===== src/rtl/ocr_pkg.sv =====
// Shared types and constants of the online covariance regression block.
// Command and status structs between controller and datapath, codes, widths.
// No dependencies.
package ocr_pkg;

    localparam int RESULT_CAP = 32;
    localparam int COUNT_W    = 24;
    localparam int VALUE_W    = 16;
    localparam int STAT_W     = 32;
    localparam int COEF_W     = 24;
    localparam int POS_W      = 5;
    localparam int INDEX_W    = 5;
    localparam int PCNT_W     = 6;
    localparam int ACNT_W     = 5;
    localparam int CFG_IDX_W  = 1;
    localparam int CFG_DATA_W = 6;
    localparam int DIVD_W     = 64;
    localparam int DIVS_W     = 33;

    localparam logic [CFG_IDX_W-1:0] CFG_PERCEPT_COUNT = 1'b0;
    localparam logic [CFG_IDX_W-1:0] CFG_ACTION_COUNT  = 1'b1;

    localparam logic [PCNT_W-1:0] PCNT_RESET = 6'd32;
    localparam logic [ACNT_W-1:0] ACNT_RESET = 5'd16;

    typedef enum logic [1:0] {
        FUNC_WR_PERCEPT,
        FUNC_WR_ACTION,
        FUNC_Q_ROW,
        FUNC_Q_COL
    } func_t;

    typedef enum logic [3:0] {
        DP_NOP,
        DP_CLR,
        DP_WR,
        DP_CNT,
        DP_MDELTA,
        DP_MDIV,
        DP_MWR,
        DP_MUL1,
        DP_MUL2,
        DP_DIV1,
        DP_SUB,
        DP_DIV2,
        DP_SWR,
        DP_QDIV,
        DP_QOUT
    } dp_op_t;

    typedef struct packed {
        dp_op_t             op;
        logic               is_action;
        logic               is_var;
        logic               last;
        logic [POS_W-1:0]   position;
        logic [VALUE_W-1:0] value;
    } dp_cmd_t;

    typedef struct packed {
        logic div_done;
        logic out_busy;
        logic var_zero;
    } dp_sts_t;

endpackage


===== src/rtl/ocr_ctrl.sv =====
// Controller: configuration registers, input handshake and the sequencer that
// walks the update and query loops. Depends on ocr_pkg.
module ocr_ctrl
    import ocr_pkg::*;
#(
    parameter int MAX_PERCEPTS = 32,
    parameter int MAX_ACTIONS  = 16
) (
    input  logic                  aclk,
    input  logic                  aresetn,
    input  logic                  s_tvalid,
    output logic                  s_tready,
    input  func_t                 s_func,
    input  logic [INDEX_W-1:0]    s_index,
    input  logic [VALUE_W-1:0]    s_value,
    input  logic                  s_end,
    input  logic                  cfg_valid,
    input  logic [CFG_IDX_W-1:0]  cfg_index,
    input  logic [CFG_DATA_W-1:0] cfg_data,
    output dp_cmd_t               cmd,
    output logic [(MAX_PERCEPTS > 1 ? $clog2(MAX_PERCEPTS) : 1)-1:0] p_idx,
    output logic [(MAX_ACTIONS > 1 ? $clog2(MAX_ACTIONS) : 1)-1:0]   a_idx,
    input  dp_sts_t               sts
);

    localparam int PW   = MAX_PERCEPTS > 1 ? $clog2(MAX_PERCEPTS) : 1;
    localparam int AW   = MAX_ACTIONS > 1 ? $clog2(MAX_ACTIONS) : 1;
    localparam int PCW  = $clog2(MAX_PERCEPTS + 1);
    localparam int ACW  = $clog2(MAX_ACTIONS + 1);
    localparam int PLIM = MAX_PERCEPTS < RESULT_CAP ? MAX_PERCEPTS : RESULT_CAP;
    localparam int ALIM = MAX_ACTIONS < RESULT_CAP ? MAX_ACTIONS : RESULT_CAP;

    typedef enum logic [4:0] {
        S_CLEAR,
        S_IDLE,
        S_CNT,
        S_MEAN_D,
        S_MEAN_DIV,
        S_MEAN_WAIT,
        S_MEAN_WR,
        S_ST_RD,
        S_ST_MUL1,
        S_ST_MUL2,
        S_ST_DIV1,
        S_ST_W1,
        S_ST_SUB,
        S_ST_DIV2,
        S_ST_W2,
        S_ST_WR,
        S_Q_RD,
        S_Q_DIV,
        S_Q_WAIT,
        S_Q_OUT
    } state_t;

    state_t              state_reg;
    logic [PCW-1:0]      pc_reg;
    logic [ACW-1:0]      ac_reg;
    logic [PCNT_W-1:0]   pcount_reg;
    logic [ACNT_W-1:0]   acount_reg;
    logic [INDEX_W-1:0]  qidx_reg;
    logic                qcol_reg;
    logic                act_phase_reg;
    logic                var_phase_reg;

    logic [PCNT_W-1:0] np;
    logic [PCNT_W-1:0] na;
    logic              p_last;
    logic              a_last;
    logic              accept;

    always_comb begin
        if (pcount_reg == '0) begin
            np = PCNT_W'(1);
        end else if (32'(pcount_reg) > PLIM) begin
            np = PCNT_W'(PLIM);
        end else begin
            np = pcount_reg;
        end
        if (acount_reg == '0) begin
            na = PCNT_W'(1);
        end else if (32'(acount_reg) > ALIM) begin
            na = PCNT_W'(ALIM);
        end else begin
            na = {1'b0, acount_reg};
        end
        p_last   = 32'(pc_reg) + 32'd1 == 32'(np);
        a_last   = 32'(ac_reg) + 32'd1 == 32'(na);
        s_tready = state_reg == S_IDLE;
        accept   = s_tvalid && s_tready;
    end

    always_comb begin
        cmd.op        = DP_NOP;
        cmd.is_action = act_phase_reg;
        cmd.is_var    = var_phase_reg;
        cmd.last      = qcol_reg ? p_last : a_last;
        cmd.position  = qcol_reg ? POS_W'(pc_reg) : POS_W'(ac_reg);
        cmd.value     = s_value;
        p_idx         = PW'(pc_reg);
        a_idx         = AW'(ac_reg);
        unique case (state_reg)
            S_CLEAR:   cmd.op = DP_CLR;
            S_IDLE: begin
                p_idx         = PW'(s_index);
                a_idx         = AW'(s_index);
                cmd.is_action = s_func == FUNC_WR_ACTION;
                if (accept && s_func == FUNC_WR_PERCEPT && 32'(s_index) < MAX_PERCEPTS) begin
                    cmd.op = DP_WR;
                end
                if (accept && s_func == FUNC_WR_ACTION && 32'(s_index) < MAX_ACTIONS) begin
                    cmd.op = DP_WR;
                end
            end
            S_CNT:       cmd.op = DP_CNT;
            S_MEAN_D:    cmd.op = DP_MDELTA;
            S_MEAN_DIV:  cmd.op = DP_MDIV;
            S_MEAN_WAIT: cmd.op = DP_NOP;
            S_MEAN_WR:   cmd.op = DP_MWR;
            S_ST_RD:     cmd.op = DP_NOP;
            S_ST_MUL1:   cmd.op = DP_MUL1;
            S_ST_MUL2:   cmd.op = DP_MUL2;
            S_ST_DIV1:   cmd.op = DP_DIV1;
            S_ST_W1:     cmd.op = DP_NOP;
            S_ST_SUB:    cmd.op = DP_SUB;
            S_ST_DIV2:   cmd.op = DP_DIV2;
            S_ST_W2:     cmd.op = DP_NOP;
            S_ST_WR:     cmd.op = DP_SWR;
            S_Q_RD, S_Q_DIV, S_Q_WAIT, S_Q_OUT: begin
                p_idx = qcol_reg ? PW'(pc_reg) : PW'(qidx_reg);
                a_idx = qcol_reg ? AW'(qidx_reg) : AW'(ac_reg);
                if (state_reg == S_Q_DIV) begin
                    cmd.op = DP_QDIV;
                end else if (state_reg == S_Q_OUT && !sts.out_busy) begin
                    cmd.op = DP_QOUT;
                end
            end
            default:     cmd.op = DP_NOP;
        endcase
    end

    always_ff @(posedge aclk) begin
        if (!aresetn) begin
            state_reg     <= S_CLEAR;
            pc_reg        <= '0;
            ac_reg        <= '0;
            pcount_reg    <= PCNT_RESET;
            acount_reg    <= ACNT_RESET;
            qidx_reg      <= '0;
            qcol_reg      <= 1'b0;
            act_phase_reg <= 1'b0;
            var_phase_reg <= 1'b0;
        end else begin
            if (cfg_valid) begin
                unique case (cfg_index)
                    CFG_PERCEPT_COUNT: pcount_reg <= cfg_data;
                    CFG_ACTION_COUNT:  acount_reg <= cfg_data[ACNT_W-1:0];
                    default:           pcount_reg <= pcount_reg;
                endcase
            end
            unique case (state_reg)
                S_CLEAR: begin
                    if (32'(ac_reg) == MAX_ACTIONS - 1) begin
                        ac_reg <= '0;
                        if (32'(pc_reg) == MAX_PERCEPTS - 1) begin
                            pc_reg    <= '0;
                            state_reg <= S_IDLE;
                        end else begin
                            pc_reg <= pc_reg + 1'b1;
                        end
                    end else begin
                        ac_reg <= ac_reg + 1'b1;
                    end
                end
                S_IDLE: begin
                    pc_reg <= '0;
                    ac_reg <= '0;
                    if (accept) begin
                        qidx_reg <= s_index;
                        unique case (s_func)
                            FUNC_WR_PERCEPT: state_reg <= S_IDLE;
                            FUNC_WR_ACTION: begin
                                if (s_end) begin
                                    state_reg <= S_CNT;
                                end
                            end
                            FUNC_Q_ROW: begin
                                qcol_reg <= 1'b0;
                                if (32'(s_index) < 32'(np)) begin
                                    state_reg <= S_Q_RD;
                                end
                            end
                            FUNC_Q_COL: begin
                                qcol_reg <= 1'b1;
                                if (32'(s_index) < 32'(na)) begin
                                    state_reg <= S_Q_RD;
                                end
                            end
                            default: state_reg <= S_IDLE;
                        endcase
                    end
                end
                S_CNT: begin
                    act_phase_reg <= 1'b0;
                    state_reg     <= S_MEAN_D;
                end
                S_MEAN_D:   state_reg <= S_MEAN_DIV;
                S_MEAN_DIV: state_reg <= S_MEAN_WAIT;
                S_MEAN_WAIT: begin
                    if (sts.div_done) begin
                        state_reg <= S_MEAN_WR;
                    end
                end
                S_MEAN_WR: begin
                    state_reg <= S_MEAN_D;
                    if (!act_phase_reg) begin
                        if (p_last) begin
                            pc_reg        <= '0;
                            act_phase_reg <= 1'b1;
                        end else begin
                            pc_reg <= pc_reg + 1'b1;
                        end
                    end else if (a_last) begin
                        ac_reg        <= '0;
                        pc_reg        <= '0;
                        act_phase_reg <= 1'b0;
                        var_phase_reg <= 1'b1;
                        state_reg     <= S_ST_RD;
                    end else begin
                        ac_reg <= ac_reg + 1'b1;
                    end
                end
                S_ST_RD:   state_reg <= S_ST_MUL1;
                S_ST_MUL1: state_reg <= S_ST_MUL2;
                S_ST_MUL2: state_reg <= S_ST_DIV1;
                S_ST_DIV1: state_reg <= S_ST_W1;
                S_ST_W1: begin
                    if (sts.div_done) begin
                        state_reg <= S_ST_SUB;
                    end
                end
                S_ST_SUB:  state_reg <= S_ST_DIV2;
                S_ST_DIV2: state_reg <= S_ST_W2;
                S_ST_W2: begin
                    if (sts.div_done) begin
                        state_reg <= S_ST_WR;
                    end
                end
                S_ST_WR: begin
                    state_reg <= S_ST_RD;
                    if (var_phase_reg) begin
                        var_phase_reg <= 1'b0;
                        ac_reg        <= '0;
                    end else if (a_last) begin
                        ac_reg <= '0;
                        if (p_last) begin
                            pc_reg    <= '0;
                            state_reg <= S_IDLE;
                        end else begin
                            pc_reg        <= pc_reg + 1'b1;
                            var_phase_reg <= 1'b1;
                        end
                    end else begin
                        ac_reg <= ac_reg + 1'b1;
                    end
                end
                S_Q_RD:  state_reg <= S_Q_DIV;
                S_Q_DIV: state_reg <= sts.var_zero ? S_Q_OUT : S_Q_WAIT;
                S_Q_WAIT: begin
                    if (sts.div_done) begin
                        state_reg <= S_Q_OUT;
                    end
                end
                S_Q_OUT: begin
                    if (!sts.out_busy) begin
                        state_reg <= S_Q_RD;
                        if (cmd.last) begin
                            pc_reg    <= '0;
                            ac_reg    <= '0;
                            state_reg <= S_IDLE;
                        end else if (qcol_reg) begin
                            pc_reg <= pc_reg + 1'b1;
                        end else begin
                            ac_reg <= ac_reg + 1'b1;
                        end
                    end
                end
                default: state_reg <= S_IDLE;
            endcase
        end
    end

    a_out_free: assert property (@(posedge aclk) disable iff (!aresetn)
        cmd.op == DP_QOUT |-> !sts.out_busy)
        else $error("result loaded while previous transaction pending");
    a_done_in_wait: assert property (@(posedge aclk) disable iff (!aresetn)
        sts.div_done |-> (state_reg == S_MEAN_WAIT || state_reg == S_ST_W1 ||
                          state_reg == S_ST_W2 || state_reg == S_Q_WAIT))
        else $error("quotient arrived outside a wait state");
    a_update_start: assert property (@(posedge aclk) disable iff (!aresetn)
        state_reg == S_CNT |=> state_reg == S_MEAN_D && pc_reg == '0 && ac_reg == '0)
        else $error("update did not start at element zero");

endmodule


===== config.mk =====
export PLATFORM = sky130hd
export DESIGN_NAME = ocr_ctrl
export DESIGN_NICKNAME = d
export VERILOG_FILES = /design/src/rtl/ocr_pkg.sv /design/src/rtl/ocr_ctrl.sv
export SDC_FILE = /design/constraint.sdc
export NUM_CORES = 1
export LEC_CHECK = 0
export BUFFER_PORTS_ARGS = -buffer_cell sky130_fd_sc_hd__buf_4
export CAP_MARGIN = 20
export CORE_ASPECT_RATIO = 1.25
export CORE_UTILIZATION = 53
export CTS_CLUSTER_SIZE = 20
export DETAILED_ROUTE_END_ITERATION = 12
export HOLD_SLACK_MARGIN = 0.02
export PLACE_DENSITY_LB_ADDON = 0.12
export SLEW_MARGIN = 20
export SYNTH_ARGS = -nofsm -noshare
export SYNTH_HDL_FRONTEND = slang
export SYNTH_SLANG_ARGS = --single-unit

===== constraint.sdc =====
create_clock -name aclk -period 3.4 [get_ports aclk]
set_input_delay 0.17 -clock aclk [delete_from_list [all_inputs] [get_ports aclk]]
set_output_delay 0.17 -clock aclk [all_outputs]
set_load 0.005 [all_outputs]

* Yosys cells after proc, flatten, opt, wreduce, memory -nomap -nowiden *
Index checks and enable logic that the tools add are counted.

word-level totals
  register bits = 35
  latch bits = 0
  memory bits (writable) = 0
  ROM bits = 0
  input bits = 38
  word-level logic and storage cells = 152
  memories kept = 0

cells by class
  $add $sub $neg = 4
  multipliers = 0
  divide/modulo/power cells = 0
  magnitude comparators = 5
  equal/unequal tests = 44
  shifts and indexed selects = 0
  multiplexer cells = 66
  bitwise logic cells = 1
  reduce and logical (&&, ||, !) cells = 23

operator list
  operator             number
  $mux 5               23
  $pmux 5 s20          1
  $mux 6               12
  $pmux 4 s13          1
  $eq 5x4->1 const B   9
  $pmux 6 s5           1
  $pmux 5 s5           1
  $ne 2x2->1 const B   11
  $eq 5x3->1 const B   4
  $eq 5x5->1 const B   4
  $pmux 5 s4           1
  $ne 3x3->1 const B   6
  $mux 3               5
  $lt 5x6->1           2
  $mux 4               3
  $mux 1               11
  $reduce_and 11->1    1
  $eq 5x2->1 const B   2
  $logic_not 5->1      2
  $pmux 5 s2           1
  $pmux 4 s2           1
  $add 6x1->7 const B  1
  $eq 7x6->1           1
  $reduce_and 7->1     1
  other kinds (25)     38

* Longest topological paths before layout *
Gate-level depths: netlist of the first run.

  depth after elaboration = 8
  depth in mapped cells = 11

* Worst setup path after synthesis of the first run *
OpenSTA, ideal clock, no wires.

  path kind = register to register
  start point = reg pcount_reg[5]
  end point = reg state_reg[4]
  arrival = 2.341 ns
  required time = 3.278 ns
  setup slack = 0.938 ns
  stages on the path, launching flop included = 10
  period minus slack after synthesis = 2.462 ns
  path through = dfxtp_1 clkbuf_1 inv_1 nand2_1 ha_1 a2111oi_0 a31oi_1 a211oi_1 o221ai_1 o311a_1

between the ends
  longest elaborated chain between the ends = 8
  elaborated cells on any way between the ends = 12
  classes of those cells = 2 x order compare; 2 x eq/ne; 6 x mux; 2 x reduce/logical

ends and longest elaborated chain
  what                    RTL line         source
  from (decl)             ocr_ctrl.sv:59   logic [PCNT_W-1:0] pcount_reg;
  from (signal assigned)  ocr_ctrl.sv:156  CFG_PERCEPT_COUNT: pcount_reg <= cfg_data;
  from (signal assigned)  ocr_ctrl.sv:158  default: pcount_reg <= pcount_reg;
  $gt 6x6->1              ocr_ctrl.sv:75   end else if (32'(pcount_reg) > PLIM) begin
  $mux 6                  ocr_ctrl.sv:75
  $mux 6 (*)              ocr_ctrl.sv:73   if (pcount_reg == '0) begin
  $eq 7x6->1              ocr_ctrl.sv:87   p_last = 32'(pc_reg) + 32'd1 == 32'(np);
  $mux 1                  ocr_ctrl.sv:97   cmd.last = qcol_reg ? p_last : a_last;
  $mux 5                  ocr_ctrl.sv:277  if (cmd.last) begin
  $mux 5                  ocr_ctrl.sv:275  if (!sts.out_busy) begin
  $pmux 5 s20             ocr_ctrl.sv:161  unique case (state_reg)
  to (signal assigned)    ocr_ctrl.sv:167  state_reg <= S_IDLE;
  to (signal assigned)    ocr_ctrl.sv:181  FUNC_WR_PERCEPT: state_reg <= S_IDLE;
  to (signal assigned)    ocr_ctrl.sv:184  state_reg <= S_CNT;
  to (decl)               ocr_ctrl.sv:56   state_t state_reg;

Mark *: on every way between the ends. The rest lies on a longest branch, timed or not. The select of a mux whose other input is x is not followed.
A chain may end at the register's enable or synchronous reset.

* Worst setup path in the final report of the first run *
Ends and elaborated chain as after synthesis.

==> flow_summary.json, run 1 <==
{
  "dr.pass1.iters": 9,
  "gr-usage-met3_pct": 4.556,
  "period_needed_ps": 2913,
  "post-route-period-util_pct": 85.67,
  "maxSlewHeadroom_pct": 52.78,
  "outcome": "complete, but fails checks",
  "nFillCells": 538,
  "layout.nets": 480,
  "grt_pass1_vias": 3049,
  "finalClockSkew_ps": 5.897,
  "tightest_slew_ps": 705.3,
  "grt_antenna_before_repair": 0,
  "grt_use_met2_pct": 54.20,
  "core-area_mm2": 0.005779,
  "die_h_um": 88.48,
  "yosysWarnings": 0,
  "critical_path.endpoint_type": "flop",
  "yosysSeqAreaShare_pct": 22.10,
  "synth-edff-count": 0,
  "insertion_delay_ps": 290,
  "syn-num-nets": 465,
  "grt_use_met1_pct": 36.48,
  "hp-class": "primary input to flop",
  "io_buffer_count": 43,
  "die_area_mm2": 0.006298,
  "avgSynthCellArea_um2": 7.640,
  "syn_inst": 415,
  "cp-start-kind": "flop",
  "required_ps": 3590,
  "netlist_area_mm2": 0.003171,
  "layout_setup_ws_ps": 487.1,
  "cts-buffers-inserted": 5,
  "slew_violations": 0,
  "violations": "design-rule violations",
  "cp_cell_sequence": "inv_1 -> nand2_1 -> ha_1 -> a2111oi_0 -> a31oi_1 -> a211oi_1 -> o221ai_1 -> o311a_1",
  "viasPerCell": 6.493,
  "rsz0062_at_grt": "false",
  "place_area_mm2": 0.003381,
  "yosys_most_used_dff": "dfxtp_1",
  "critPathArrivalTime_ps": 3100,
  "top_usage_layer": "met2",
  "multiInputGateArea_mm2": 0.002155,
  "finalHoldViolations": 0,
  "cts_sinks": 35,
  "die_w_um": 71.18,
  "maxClockFrequency_ghz": 0.3433,
  "total_power_w": 0.002044,
  "final_cells": 497,
  "slowest_delay_ps": 520,
  "regArea_um2": 700.7,
  "grt_max_degree": 24,
  "cp_slowest_cell": "dfxtp_1",
  "grt_overflow": 0,
  "layout-drive-gt1-share_pct": 17.63,
  "setup_viol": 0,
  "wl_per_cell_um": 18.50,
  "drt_iter0_markers": 254,
  "vdd.ir_drop.worst_uv": 265.3,
  "stdcell_area_mm2": 0.003462,
  "vias": 3227,
  "start_util_pct": 54.86,
  "grt_usage_pct": 31.20,
  "critPathKind": "flop to flop",
  "final_antenna_net_count": 0,
  "gp_congestion": 0.8999,
  "setup_tns_ps": 0,
  "final_common_cell": "buf_4",
  "async_flop_share_pct": 0,
  "cts_root_buf": "clkbuf_8",
  "dpl.cell_count": 489,
  "dp_hpwl_um": 6963,
  "path_clk_slew_ps": 70,
  "cts.path.max_buffers": 2,
  "routed_wl_um": 9193,
  "synthDistinctLibCells": 73,
  "io_pins": 76,
  "power_density_mw_per_mm2": 590.5,
  "antenna_cells": 0,
  "post_cts_buffers": 0,
  "cts_max_level": 2,
  "path_max_fanout": 9,
  "cts_resized": 0,
  "cts_tree": "yes",
  "area_growth_pct": 9.195,
  "grt_pass1_wl_um": 15080,
  "rows": 31,
  "dp_slack_ps": 578.7,
  "p_leak_nw": 1.414,
  "synth-seq-cells": 35,
  "layout_common_cells": "buf_4, nand2_1, dfxtp_1",
  "remaining_drc_errors": 3,
  "maxCapViolations": 0,
  "holdBufCountCts": 0
}
[worst max-delay path: cells and delay by family (launching register included)]
family | cells | cell delay, ps
and+or+nand+nor | 1 | 110
AOI/OAI and AO/OA | 5 | 1720
DFF | 1 | 520
adders and majority gates | 1 | 250
buffers and inverters | 1 | 200
[where the power goes]
part / switching (W) / leakage, nW / internal, W
Sequential: 0.000127 / 0.286 / 0.000467
Combinational: 0.000634 / 1.09 / 0.000522
Clock: 0.000150 / 0.0422 / 0.000144
Total: 0.000911 / 1.41 / 0.00113
[synthesized netlist by cell type (4+ instances only)]
cell	count	area share [%]
nor3_1	10	1.6
inv_1	13	1.5
nand2b_1	7	1.4
and2_1	8	1.6
a21oi_1	17	2.7
nor2_1	28	3.3
o21ai_0	25	3.9
o22ai_1	7	1.4
nand3b_1	4	0.95
xor2_1	6	1.7
and3_1	5	0.99
o21a_1	5	1.2
dfxtp_1	35	22
ha_1	12	4.7
nor2b_1	7	1.4
nand2_1	46	5.4
a221o_1	11	3.5
clkbuf_1	13	1.5
buf_2	6	0.95
xnor2_1	4	1.1
buf_4	20	4.7
nand3_1	26	4.1
mux2_2	6	2.1
mux2i_1	9	2.8
a211oi_1	8	1.9
[cell families (layout without fill, tap and decap cells)]
| kind of cell | Yosys count | in the layout | synth area share, % |
|---|---|---|---|
| buffers and inverters | 58 | 74 | 9.945 |
| adders and majority gates | 12 | 12 | 4.735 |
| DFF | 35 | 35 | 22.10 |
| and+or+nand+nor | 164 | 164 | 26.91 |
| muxes | 17 | 17 | 5.801 |
| xor gates and xnor gates | 11 | 11 | 3.512 |
| AOI/OAI and AO/OA | 118 | 118 | 26.99 |
[final cells by class]
type,count,area share [%]
multi-input combinational,322,62.23
sequential,35,20.24
timing repair buffer,52,11.28
tap,66,2.385
clock buffer,7,2.205
inverter,14,1.518
clock inverter,1,0.1446
[through the flow]
step | util (%) | hold WS (ps)
after floorplan | - | 308.6
after global placement | 58.50 | 340.0
after detailed placement | 58.50 | 340.0
after CTS | 59.90 | 112.8
after global routing | 59.90 | 135.8
final | 59.90 | 122.7
[path summary, 6_finish.rpt]
kind	from	to	slack (ps)	cells past startpoint
min	cfg_data[2]	pcount_reg[2]	120	3
max reg2reg	pcount_reg[5]	state_reg[4]	490	8
min reg2reg	qidx_reg[4]	qidx_reg[4]	480	2
max	pcount_reg[5]	state_reg[4]	490	8
[metal layers]
layer | up-vias | part of all wire [%]
met1 | 1518 | 41
met4 | 0 | 4.4
met5 | - | 0
met2 | 131 | 49
met3 | 31 | 6.2
li1 | 1547 | -
Note: power is estimated with default switching activity, not from simulation.
==> run 2, diff against run 1 <==
--- a/config.mk
+++ b/config.mk
@@ -5,6 +5,7 @@
 export SDC_FILE = /design/constraint.sdc
 export NUM_CORES = 1
 export LEC_CHECK = 0
+export ABC_AREA = 1
 export BUFFER_PORTS_ARGS = -buffer_cell sky130_fd_sc_hd__buf_4
 export CAP_MARGIN = 20
 export CORE_ASPECT_RATIO = 1.25
==> flow_summary.json, run 2 <==
{
  "outcome": "complete, no violations",
  "path_common_cell": "nand2_1",
  "maxSlewHeadroom_pct": 43.92,
  "dr.pass1.iters": 6,
  "yosysTopAreaCell": "dfxtp_1",
  "post-route-period-util_pct": 76.75,
  "critPathKind": "flop to output port",
  "maxClockFrequency_ghz": 0.3832,
  "setup_tns_ps": 0,
  "cp_cell_sequence": "ha_1 -> nand2_1 -> nor2_1 -> ha_1 -> xnor2_1 -> nor2_1 -> nand3_2 -> nor2_4 -> nand3_2 -> nand2_1 -> nand2_1 -> inv_1 -> buf_4",
  "cp-start-kind": "flop",
  "drt_iter0_markers": 279,
  "area_growth_pct": 10.37,
  "grt_usage_pct": 30.99,
  "r2r_setup_slack_ps": 840,
  "cts_max_level": 2,
  "remaining_drc_errors": 0,
  "start_util_pct": 55.78,
  "synthDistinctLibCells": 44,
  "io_pins": 76,
  "layout-drive-gt1-share_pct": 17.52,
  "grt_pass1_wl_um": 14860,
  "power_density_mw_per_mm2": 261.9,
  "finalClockSkew_ps": 10.45,
  "syn-num-nets": 550,
  "yosys_most_used_dff": "dfxtp_1",
  "vdd.ir_drop.worst_uv": 237.8,
  "dp_hpwl_um": 7226,
  "cts_root_buf": "clkbuf_8",
  "min_from": "cfg_data[5]",
  "holdPathStages": 3,
  "insertion_delay_ps": 300,
  "cts.path.max_buffers": 2,
  "p_leak_nw": 1.620,
  "async_flop_share_pct": 0,
  "slowest_delay_ps": 460,
  "required_ps": 3230,
  "dp_slack_ps": 889.6,
  "path_max_fanout": 7,
  "die_area_mm2": 0.006118,
  "syn_inst": 500,
  "cp.buffers_inverters": 2,
  "cp_slowest_cell": "dfxtp_1",
  "antenna_cells": 0,
  "grt_pass1_vias": 3130,
  "grt_overflow": 0,
  "io_buffer_count": 43,
  "yosysWarnings": 0,
  "grt_antenna_before_repair": 0,
  "grt_max_degree": 32,
  "hold_end": "pcount_reg[5]",
  "rsz0062_at_grt": "false",
  "final_cells": 589,
  "cts_sinks": 35,
  "period_needed_ps": 2609,
  "hp-class": "primary input to flop",
  "rows": 30,
  "avgSynthCellArea_um2": 6.156,
  "gp_congestion": 0.9565,
  "finalHoldViolations": 0,
  "core-area_mm2": 0.005518,
  "cts-buffers-inserted": 5,
  "final_antenna_net_count": 0,
  "place_area_mm2": 0.003313,
  "yosysSeqAreaShare_pct": 22.76,
  "post_cts_buffers": 0,
  "vias": 3428,
  "die_w_um": 70.16,
  "die_h_um": 87.20,
  "yosys-top-cells-count": "nand2_1, nor2_1, inv_1, nand3_1, o21ai_0",
  "timing.rr.start": "ac_reg[0]",
  "critPathArrivalTime_ps": 2440,
  "synth-edff-count": 0,
  "netlist_area_mm2": 0.003078,
  "critical_path.endpoint_type": "output port",
  "cts_tree": "yes",
  "stdcell_area_mm2": 0.003397,
  "synth.top_cell.area_share_pct": 22.76,
  "final_common_cell": "nand2_1",
  "layout_common_cells": "nand2_1, nor2_1, inv_1",
  "layout_setup_ws_ps": 790.5,
  "path_clk_slew_ps": 80,
  "routed_wl_um": 9087,
  "setup_viol": 0,
  "maxCapViolations": 0,
  "r2r-end": "pc_reg[3]",
  "slew_violations": 0,
  "dpl.cell_count": 581,
  "tightest_slew_ps": 840.1,
  "synth-seq-cells": 35,
  "synth_area_leaders": "dfxtp_1, nand2_1, nor2_1",
  "viasPerCell": 5.820,
  "crit_family": "simple AND/OR/NAND/NOR gates",
  "holdBufCountCts": 0,
  "cts_resized": 0,
  "wl_per_cell_um": 15.43,
  "layout.nets": 574,
  "rr_worst_depth": 15,
  "yosysMostFrequentCell": "nand2_1"
}
==> run 2: changes by cell type in the layout (fill, tap and decap cells not counted), sizes merged, moves of 11 or more <==
cell / change
nor2: +44
inv: +48
o21ai: +19
a221o: -11
nand3: +21
nand2: +77
==> run 2: logic make-up after synthesis <==
| logic type | after synthesis | synth area share, % |
|---|---|---|
| AND/OR/NAND/NOR | 268 | 41.42 |
| AO/OA/AOI/OAI | 93 | 16.83 |
| buffers and inverters | 89 | 13.25 |
| flip-flops | 35 | 22.76 |
| adder cells (fa/ha/maj) | 12 | 4.878 |
| XOR/XNOR | 3 | 0.8538 |
==> run 2: how the worst max path moves through the flow <==
stage | startpoint | to | slack (ps) | cells after the start
after global placement | ac_reg[0] | pc_reg[3] | 1000 | 15
final | ac_reg[0] | cmd[21] | 790 | 13
after floorplan | ac_reg[0] | pc_reg[3] | 1140 | 15
after global routing | state_reg[1] | cmd[25] | 580 | 8
after CTS | ac_reg[0] | cmd[21] | 810 | 13
after detailed placement | ac_reg[0] | pc_reg[3] | 890 | 15
==> run 2: layout make-up <==
type	count	area, um^2
Clock buffer	5	68.82
Clock inverter	3	15.01
Fill cell	561	2121
Inverter	63	240.2
Multi-Input combinational cell	376	1969
Sequential cell	35	700.7
Tap cell	64	80.08
Timing Repair Buffer	43	322.8
==> run 2: stage by stage <==
step / hold slack (ps) / total power (W) / util, %
floorplan: 278.8 / 0.0005437 / -
global placement: 340.0 / 0.0005865 / 60.05
detailed placement: 340.0 / 0.0005880 / 60.05
CTS: 90.93 / 0.0008933 / 61.56
global route: 107.6 / 0.0009289 / 61.56
finish: 92.65 / 0.0008897 / 61.56
==> run 2: power breakdown <==
| part | switching [W] | internal (W) | total (W) |
|---|---|---|---|
| clock | 0.000169 | 0.000141 | 0.000309 |
| combinational | 0.0000842 | 0.0000612 | 0.000145 |
| sequential | 0.0000134 | 0.000421 | 0.000435 |
==> run 2: layer usage <==
layer  vias up  routed length [um]  track usage [%]
met4         0                 342            14.18
met2       195                4407            55.59
met3        32                 713            4.861
met1      1510                3624            36.14
li1       1691                   -                -
met5         -                   0                0
==> run 2: tightest hold or removal path: stages <==
cell,delay [ps]
buf_4,70
nand2_1,40
o211ai_1,60
